## src/rtl/core/swhsr_pkg.sv

```systemverilog
`timescale 1ns / 1ps

package swhsr_pkg;

    localparam int unsigned FRAME_BITS = 40;
    localparam int unsigned BIT_IDX_W  = 6;

    // Configuration register indexes
    localparam logic [7:0] CFG_TIMEOUT_TICKS      = 8'd0;
    localparam logic [7:0] CFG_BIT_THRESHOLD      = 8'd1;
    localparam logic [7:0] CFG_START_LOW_TICKS    = 8'd2;
    localparam logic [7:0] CFG_RELEASE_HIGH_TICKS = 8'd3;

    // Reset values of the configuration registers
    localparam logic [9:0]  RST_TIMEOUT_TICKS      = 10'd100;
    localparam logic [7:0]  RST_BIT_THRESHOLD      = 8'd40;
    localparam logic [15:0] RST_START_LOW_TICKS    = 16'd2000;
    localparam logic [7:0]  RST_RELEASE_HIGH_TICKS = 8'd30;

    // Command codes
    localparam logic CMD_TICK  = 1'b0;
    localparam logic CMD_START = 1'b1;

    // Line modes
    localparam logic [1:0] LINE_RELEASED   = 2'd0;
    localparam logic [1:0] LINE_DRIVE_LOW  = 2'd1;
    localparam logic [1:0] LINE_DRIVE_HIGH = 2'd2;

    // Read status codes
    localparam logic [1:0] STATUS_OK       = 2'd0;
    localparam logic [1:0] STATUS_TIMEOUT  = 2'd1;
    localparam logic [1:0] STATUS_CHECKSUM = 2'd2;

    typedef struct packed {
        logic command;
        logic pin_level;
    } t_in_item;

    typedef struct packed {
        logic [1:0]         line_mode;
        logic               busy_res;
        logic               done_res;
        logic [1:0]         status;
        logic [15:0]        humidity;
        logic signed [15:0] temperature;
    } t_out_item;

endpackage

```

## src/rtl/core/single_wire_humidity_sensor_reader_unit.sv

```systemverilog
`timescale 1ns / 1ps

// Single-wire temperature and humidity sensor reader. Each input transaction is
// either a start command or one microsecond tick carrying the sampled pin level;
// every input transaction yields exactly one result transaction with the line
// drive mode, busy and done flags, the status of the last read and the humidity
// and temperature of the last good read. A start drives the line low for
// start_low_ticks ticks, high for release_high_ticks ticks, then releases it and
// times the sensor's response and 40 data bits, checking the byte checksum at the
// end. One transaction is taken every clock cycle unless the input is stalled; the
// phase, counters and frame shift register are updated together and the result
// goes into an output register backed by a one-entry skid register, so input
// stall is registered and rises only once both are full. Configuration writes are
// always ready and take effect on the next cycle; write them only while no read runs.
module single_wire_humidity_sensor_reader_unit (
    input  logic                 i_clk,
    input  logic                 i_rst_n,
    // input channel
    input  logic                 i_in_valid,
    output logic                 o_in_stall,
    input  swhsr_pkg::t_in_item  i_in_data,
    // result channel
    output logic                 o_out_valid,
    input  logic                 i_out_stall,
    output swhsr_pkg::t_out_item o_out_data,
    // configuration write channel
    input  logic                 i_cfg_valid,
    output logic                 o_cfg_ready,
    input  logic [7:0]           i_cfg_index,
    input  logic [15:0]          i_cfg_data
);

    typedef enum logic [2:0] {
        PH_IDLE,
        PH_DRIVE_LOW,
        PH_DRIVE_HIGH,
        PH_WAIT_LOW0,
        PH_WAIT_HIGH0,
        PH_BIT_LOW,
        PH_BIT_HIGH
    } t_phase;

    localparam logic [swhsr_pkg::BIT_IDX_W-1:0] LAST_BIT =
        swhsr_pkg::BIT_IDX_W'(swhsr_pkg::FRAME_BITS);

    // configuration
    logic [9:0]  r_timeout_ticks;
    logic [7:0]  r_bit_threshold;
    logic [15:0] r_start_low_ticks;
    logic [7:0]  r_release_high_ticks;

    // read state
    t_phase                             r_phase,   n_phase;
    logic [15:0]                        r_tick,    n_tick;
    logic [swhsr_pkg::BIT_IDX_W-1:0]    r_bit_idx, n_bit_idx;
    logic [swhsr_pkg::FRAME_BITS-1:0]   r_frame,   n_frame;
    logic [1:0]                         r_status,  n_status;
    logic [15:0]                        r_hum,     n_hum;
    logic [15:0]                        r_temp,    n_temp;
    logic                               n_done;

    // output register and skid register
    logic                 r_out_valid;
    logic                 r_skid_valid;
    swhsr_pkg::t_out_item r_out;
    swhsr_pkg::t_out_item r_skid;
    swhsr_pkg::t_out_item n_result;

    logic in_accept;
    logic out_take;
    logic cfg_write;

    // next-state helpers
    logic        level;
    logic [15:0] tick_inc;
    logic [15:0] tick_sat;
    logic        bit_val;
    logic [7:0]  b0, b1, b2, b3, b4;
    logic [7:0]  sum;
    logic [15:0] raw_temp;

    assign in_accept  = i_in_valid && !o_in_stall;
    assign out_take   = r_out_valid && !i_out_stall;
    assign cfg_write  = i_cfg_valid && o_cfg_ready;

    assign o_in_stall  = r_skid_valid;
    assign o_cfg_ready = 1'b1;
    assign o_out_valid = r_out_valid;
    assign o_out_data  = r_out;

    assign level    = !((r_phase == PH_WAIT_LOW0) || (r_phase == PH_BIT_LOW));
    assign tick_inc = r_tick + 16'd1;
    assign tick_sat = (r_tick == 16'hFFFF) ? r_tick : tick_inc;
    assign bit_val  = (r_tick > {8'd0, r_bit_threshold});

    // frame after shifting in the bit of the high phase now ending
    assign b0 = n_frame[39:32];
    assign b1 = n_frame[31:24];
    assign b2 = n_frame[23:16];
    assign b3 = n_frame[15:8];
    assign b4 = n_frame[7:0];
    assign sum      = b0 + b1 + b2 + b3;
    assign raw_temp = {b2, b3};

    always_comb begin
        n_phase   = r_phase;
        n_tick    = r_tick;
        n_bit_idx = r_bit_idx;
        n_frame   = r_frame;
        n_status  = r_status;
        n_hum     = r_hum;
        n_temp    = r_temp;
        n_done    = 1'b0;

        if (i_in_data.command == swhsr_pkg::CMD_START) begin
            if (r_phase == PH_IDLE) begin
                n_phase   = PH_DRIVE_LOW;
                n_tick    = '0;
                n_bit_idx = '0;
                n_frame   = '0;
            end
        end else begin
            unique case (r_phase)
                PH_IDLE: begin
                end
                PH_DRIVE_LOW: begin
                    n_tick = tick_inc;
                    if (tick_inc >= r_start_low_ticks) begin
                        n_phase = PH_DRIVE_HIGH;
                        n_tick  = '0;
                    end
                end
                PH_DRIVE_HIGH: begin
                    n_tick = tick_inc;
                    if (tick_inc >= {8'd0, r_release_high_ticks}) begin
                        n_phase = PH_WAIT_LOW0;
                        n_tick  = '0;
                    end
                end
                PH_WAIT_LOW0, PH_WAIT_HIGH0, PH_BIT_LOW, PH_BIT_HIGH: begin
                    if (i_in_data.pin_level == level) begin
                        n_tick = tick_sat;
                        if (tick_sat > {6'd0, r_timeout_ticks}) begin
                            n_phase  = PH_IDLE;
                            n_tick   = '0;
                            n_status = swhsr_pkg::STATUS_TIMEOUT;
                            n_done   = 1'b1;
                        end
                    end else begin
                        // the edge sample counts as the first tick of the next phase
                        n_tick = 16'd1;
                        unique case (r_phase)
                            PH_WAIT_LOW0:  n_phase = PH_WAIT_HIGH0;
                            PH_WAIT_HIGH0: n_phase = PH_BIT_LOW;
                            PH_BIT_LOW:    n_phase = PH_BIT_HIGH;
                            default: begin
                                n_frame   = {r_frame[swhsr_pkg::FRAME_BITS-2:0], bit_val};
                                n_bit_idx = r_bit_idx + 1'b1;
                                n_phase   = PH_BIT_LOW;
                            end
                        endcase
                        if ((r_phase == PH_BIT_HIGH) && (n_bit_idx >= LAST_BIT)) begin
                            n_phase = PH_IDLE;
                            n_tick  = '0;
                            n_done  = 1'b1;
                            if (sum != b4) begin
                                n_status = swhsr_pkg::STATUS_CHECKSUM;
                            end else begin
                                n_status = swhsr_pkg::STATUS_OK;
                                n_hum    = {b0, b1};
                                n_temp   = raw_temp[15] ? (16'd0 - {1'b0, raw_temp[14:0]})
                                                        : raw_temp;
                            end
                        end else if (r_timeout_ticks == 10'd0) begin
                            n_phase  = PH_IDLE;
                            n_tick   = '0;
                            n_status = swhsr_pkg::STATUS_TIMEOUT;
                            n_done   = 1'b1;
                        end
                    end
                end
                default: begin
                    n_phase = PH_IDLE;
                end
            endcase
        end
    end

    always_comb begin
        n_result.line_mode = (n_phase == PH_DRIVE_LOW)  ? swhsr_pkg::LINE_DRIVE_LOW  :
                             (n_phase == PH_DRIVE_HIGH) ? swhsr_pkg::LINE_DRIVE_HIGH :
                                                          swhsr_pkg::LINE_RELEASED;
        n_result.busy_res    = (n_phase != PH_IDLE);
        n_result.done_res    = n_done;
        n_result.status      = n_status;
        n_result.humidity    = n_hum;
        n_result.temperature = n_temp;
    end

    always_ff @(posedge i_clk) begin
        if (!i_rst_n) begin
            r_timeout_ticks      <= swhsr_pkg::RST_TIMEOUT_TICKS;
            r_bit_threshold      <= swhsr_pkg::RST_BIT_THRESHOLD;
            r_start_low_ticks    <= swhsr_pkg::RST_START_LOW_TICKS;
            r_release_high_ticks <= swhsr_pkg::RST_RELEASE_HIGH_TICKS;
            r_phase              <= PH_IDLE;
            r_tick               <= '0;
            r_bit_idx            <= '0;
            r_frame              <= '0;
            r_status             <= swhsr_pkg::STATUS_OK;
            r_hum                <= '0;
            r_temp               <= '0;
            r_out_valid          <= 1'b0;
            r_skid_valid         <= 1'b0;
        end else begin
            if (cfg_write) begin
                unique case (i_cfg_index)
                    swhsr_pkg::CFG_TIMEOUT_TICKS:      r_timeout_ticks      <= i_cfg_data[9:0];
                    swhsr_pkg::CFG_BIT_THRESHOLD:      r_bit_threshold      <= i_cfg_data[7:0];
                    swhsr_pkg::CFG_START_LOW_TICKS:    r_start_low_ticks    <= i_cfg_data;
                    swhsr_pkg::CFG_RELEASE_HIGH_TICKS: r_release_high_ticks <= i_cfg_data[7:0];
                    default: begin
                    end
                endcase
            end

            if (in_accept) begin
                r_phase   <= n_phase;
                r_tick    <= n_tick;
                r_bit_idx <= n_bit_idx;
                r_frame   <= n_frame;
                r_status  <= n_status;
                r_hum     <= n_hum;
                r_temp    <= n_temp;
            end

            // output register with skid: the skid fills only while the output is held
            if (out_take) begin
                if (r_skid_valid) begin
                    r_out        <= r_skid;
                    r_skid_valid <= 1'b0;
                end else begin
                    r_out_valid <= in_accept;
                    if (in_accept) begin
                        r_out <= n_result;
                    end
                end
            end else if (in_accept) begin
                if (!r_out_valid) begin
                    r_out       <= n_result;
                    r_out_valid <= 1'b1;
                end else begin
                    r_skid       <= n_result;
                    r_skid_valid <= 1'b1;
                end
            end
        end
    end

`ifndef SYNTHESIS
    a_skid_implies_out: assert property (@(posedge i_clk) disable iff (!i_rst_n)
        r_skid_valid |-> r_out_valid)
        else $error("skid register holds a transaction while the output register is empty");

    a_done_not_busy: assert property (@(posedge i_clk) disable iff (!i_rst_n)
        (r_out_valid && r_out.done_res) |-> !r_out.busy_res)
        else $error("read finished but result still reports busy");

    a_idle_released: assert property (@(posedge i_clk) disable iff (!i_rst_n)
        (r_out_valid && !r_out.busy_res) |-> (r_out.line_mode == swhsr_pkg::LINE_RELEASED))
        else $error("line driven while no read is in progress");

    a_bit_idx_range: assert property (@(posedge i_clk) disable iff (!i_rst_n)
        (r_phase == PH_BIT_LOW || r_phase == PH_BIT_HIGH) |-> (r_bit_idx < LAST_BIT))
        else $error("bit index past end of frame during bit phases");
`endif

endmodule

```

## config.mk

```make
export PLATFORM = sky130hd
export DESIGN_NAME = single_wire_humidity_sensor_reader_unit
export DESIGN_NICKNAME = d
export VERILOG_FILES = /design/src/rtl/core/swhsr_pkg.sv /design/src/rtl/core/single_wire_humidity_sensor_reader_unit.sv
export SDC_FILE = /design/constraint.sdc
export NUM_CORES = 1
export LEC_CHECK = 0
export BUFFER_PORTS_ARGS = -buffer_cell sky130_fd_sc_hd__buf_4
export CORE_MARGIN = 1
export CORE_UTILIZATION = 53
export DETAILED_ROUTE_END_ITERATION = 6
export PLACE_DENSITY_LB_ADDON = 0.12
export SETUP_SLACK_MARGIN = 0.15
export SLEW_MARGIN = 25
export SYNTH_ARGS = -nofsm -noshare
export SYNTH_HDL_FRONTEND = slang
export SYNTH_SLANG_ARGS = --single-unit
```

## constraint.sdc

```tcl
create_clock -name i_clk -period 13.94 [get_ports i_clk]
set_input_delay 2.788 -clock i_clk [delete_from_list [all_inputs] [get_ports i_clk]]
set_output_delay 2.788 -clock i_clk [all_outputs]
set_load 0.03 [all_outputs]
```

==> metrics.cfg <==
[run_status]
status = finished, final reports clean

[floorplan]
initial_core_util_pct = 54.4
dieHeight_um = 155
num_rows = 55
die_x_um = 155
io_pins = 72
core_area_um2 = 22800
die_area_um2 = 24100

[synthesis]
synthAdderAreaFrac_pct = 7.20
netlist.area_leader.share_pct = 23.0
synthArstFlopShare_pct = 0
synth_cell_type_count = 89
synth_area_um2 = 12400
netlist_instances = 1388
synth_top_family_by_area = compound AO/OA/AOI/OAI gates
synth_edf_count = 76
syn_nets = 1484
synth_compound_area_share_pct = 21.2
synth-simple-area-share_pct = 18.0
synth_mux_area_share_pct = 2.59
seq_area_frac_synth_pct = 41.4
synth_xor_area_share_pct = 3.82
synth-seq-cells = 219
ys_warn_count = 0
yosysTopAreaCell = dfxtp_1
ys_top_cells_by_area = dfxtp_1, edfxtp_1, ha_1
synth_ff_type = dfxtp_1
avgSynthCellArea_um2 = 8.96

[critical_path]
endpoint = r_hum[7]$_SDFFE_PN0P_
startpoint_type = input pin
worstReg2RegStart = r_phase[2]$_SDFFE_PN0P_
end_kind = flip-flop
r2r_setup_slack_ns = 6.93
worstPathMaxFanout = 26
r2r_cells = 21
arrival_ns = 9.00
worstSetupStartpoint = i_in_data[0]
r2r-end = r_hum[7]$_SDFFE_PN0P_
critPathRequiredTime_ns = 14.28
crit_type = in -> reg

[power_and_ir_drop]
ir_worst_vdd_mv = 0.0962
p_comb_share_pct = 11.5
switching_share_pct = 26.2
internal_power_mw = 1.09
seq_power_share_pct = 46.1
p_sw_uw = 388
clkPwrFrac_pct = 42.5
powerDensity_nw_per_um2 = 106
static-leakage-power_nw = 5.63

[route]
vias_per_cell = 6.05
drt-initial-drc-count = 975
drc_errors = 0
wire_per_inst_um = 19.1
vias = 10500
dr.pass1.iters = 5
drt_wl_total_um = 33100
ant_nets = 0

[global_routing]
grt_usage_pct = 27.5
antenna_found_initial = 0
grt_pass1_wl_um = 52000
grt_max_degree = 80
grt_overflow_total = 0
grt_pass1_vias = 9335

[sta]
max_freq_ghz = 0.116
fin_setup_tns_ns = 0
rsz0062_at_grt = no
min_period_ns = 8.65
tightest_slew_ns = 1.00
layout_setup_ws_ns = 5.29
hold_slack_ns = 0.452
finalSetupViolCount = 0
finalMaxSlewViolations = 0
fin_crit_sh_pct = 62.1
skew_ns = 0.0164
hold_viol_final = 0
slew_headroom_pct = 32.6

[finish]
drive_gt1_share_pct = 11.3
num_antenna_cells = 0
nFillCells = 2030
nets = 1500
area_growth_pct = 11.9

[cts]
cts_max_level = 1
cts_made_buffers = 23
path_clk_slew_ns = 0.07
clk_latency_ns = 0.52
cts.path.max_buffers = 3
cts_resized = 0
cts.sinks = 219
clockRootBuffer = clkbuf_16
cts_setup_buffers = 0
hold_buffers = 0
cts_tree = done

[place]
globalplace.congestion = 0.911
pre_cts_ws_ns = 4.89
port_buffers = 70
dp_hpwl_um = 23400

[min_path]
hold_path.class = reg -> reg

[flow_run]
max_cap_violations = 0

[per-layer routing]
| layer | wire length, µm | vias to the layer above | part of all wire, % | track usage, % |
|---|---|---|---|---|
| met5 | 0 | - | 0 | 0 |
| met4 | 419 | 0 | 1.3 | 4.95 |
| met3 | 2700 | 34 | 8.2 | 5.26 |
| met2 | 13800 | 403 | 42 | 39.8 |
| met1 | 16100 | 4957 | 49 | 42.6 |
| li1 | - | 5085 | - | - |
[sequential cells by signal, indices dropped and copies added, names as in the netlist]
name,count
r_tick,16
o_in_stall,1
r_bit_idx,6
r_status,2
r_bit_threshold,8
r_start_low_ticks,16
o_out_valid,1
r_release_high_ticks,8
r_temp,16
r_hum,16
r_skid,38
r_phase,3
r_timeout_ticks,10
r_frame,40
o_out_data,38
[power groups by stage]
stage	logic (mW)	clock network, mW	registers, mW
5_1_grt	0.183	0.665	0.684
2_1_floorplan	0.104	0	0.702
3_5_place_dp	0.165	0	0.696
3_3_place_gp	0.163	0	0.696
6_report	0.170	0.629	0.682
4_1_cts	0.166	0.634	0.682
[critical path, stage by stage]
cell and delay, ns:
buf_4 0.14, and4bb_1 0.65, nand2_1 0.52, nand2_1 0.32, o22ai_1 0.16, xor2_1 0.18, ha_1 0.30, inv_1 0.05
fa_1 0.45, inv_1 0.07, ha_1 0.16, inv_1 0.06, fa_1 0.39, nand2b_1 0.16, a21oi_1 0.20, a21o_1 0.15
a21oi_1 0.11, xor3_1 0.50, or4_1 0.53, buf_4 0.25, nor3_4 0.65, a311oi_1 0.19
[stage by stage]
| stage | cells | power [mW] | instance area (µm²) | util, % |
|---|---|---|---|---|
| 6_report | 1733 | 1.48 | 13900 | 60.9 |
| 5_1_grt | 1733 | 1.53 | 13900 | 60.9 |
| 4_1_cts | 1732 | 1.48 | 13900 | 60.7 |
| 3_5_place_dp | 1691 | 0.861 | 13100 | 57.4 |
| 3_3_place_gp | 1691 | 0.859 | 13100 | 57.4 |
| 2_1_floorplan | 1388 | 0.806 | 12400 | - |
[final cells by class]
type / instances / area [µm²] / share of cell area, %
tap: 313 / 392 / 2.81
clock inverter: 13 / 144 / 1.03
sequential: 219 / 5140 / 37.0
multi-input combinational: 986 / 6630 / 47.6
timing repair buffer: 85 / 658 / 4.73
inverter: 89 / 334 / 2.40
clock buffer: 28 / 614 / 4.41
[cell usage after synthesis, types with 8 or more instances]
master      n
ha_1       54
or3_1       8
nor3_1     31
nand4_1     9
inv_1      88
o31ai_1    17
nor2_1    102
a21oi_1    72
a31oi_1    44
dfxtp_1   143
nand2_1   169
a21o_1     16
and3_1     17
nand3_1    45
a22oi_1    28
a22o_1     24
buf_2      14
nand2b_1   16
xor2_1     15
a211oi_1   47
mux2i_1    31
clkbuf_1   69
o211ai_1   25
fa_1       11
xnor2_1    34
edfxtp_1   76
buf_1       8
o21ai_0    44
[layout by cell type (no fill, tap or decap), drive strengths merged, types with 34 or more instances in the layout]
| master | n |
|---|---|
| o21ai | 45 |
| xnor2 | 34 |
| a31oi | 44 |
| ha | 54 |
| edfxtp | 76 |
| nor2 | 102 |
| nand3 | 46 |
| dfxtp | 143 |
| a211oi | 47 |
| nand2 | 169 |
| a21oi | 72 |
| inv | 89 |
| buf | 85 |
[how the worst min path moves through the flow]
stage | start | to | slack (ns) | depth (start not counted)
after global routing | r_start_low_ticks[13]$_SDFFE_PN0P_ | r_start_low_ticks[13]$_SDFFE_PN0P_ | 0.47 | 2
final | r_start_low_ticks[1]$_SDFFE_PN0P_ | r_start_low_ticks[1]$_SDFFE_PN0P_ | 0.45 | 2
after detailed placement | r_start_low_ticks[3]$_SDFFE_PN0P_ | r_start_low_ticks[3]$_SDFFE_PN0P_ | 0.44 | 2
after floorplan | r_bit_threshold[1]$_SDFFE_PN0P_ | r_bit_threshold[1]$_SDFFE_PN0P_ | 0.43 | 2
after global placement | r_start_low_ticks[2]$_SDFFE_PN0P_ | r_start_low_ticks[2]$_SDFFE_PN0P_ | 0.44 | 2
after CTS | r_start_low_ticks[13]$_SDFFE_PN0P_ | r_start_low_ticks[13]$_SDFFE_PN0P_ | 0.45 | 2
[cells by family after synthesis]
kind of cell	Yosys count
buf+inv	183
other cells	1
xor+xnor	51
fa+ha+maj	65
compound gates	380
flops	219
simple gates	457
mux	32
Power figures use the tool's default switching activity.
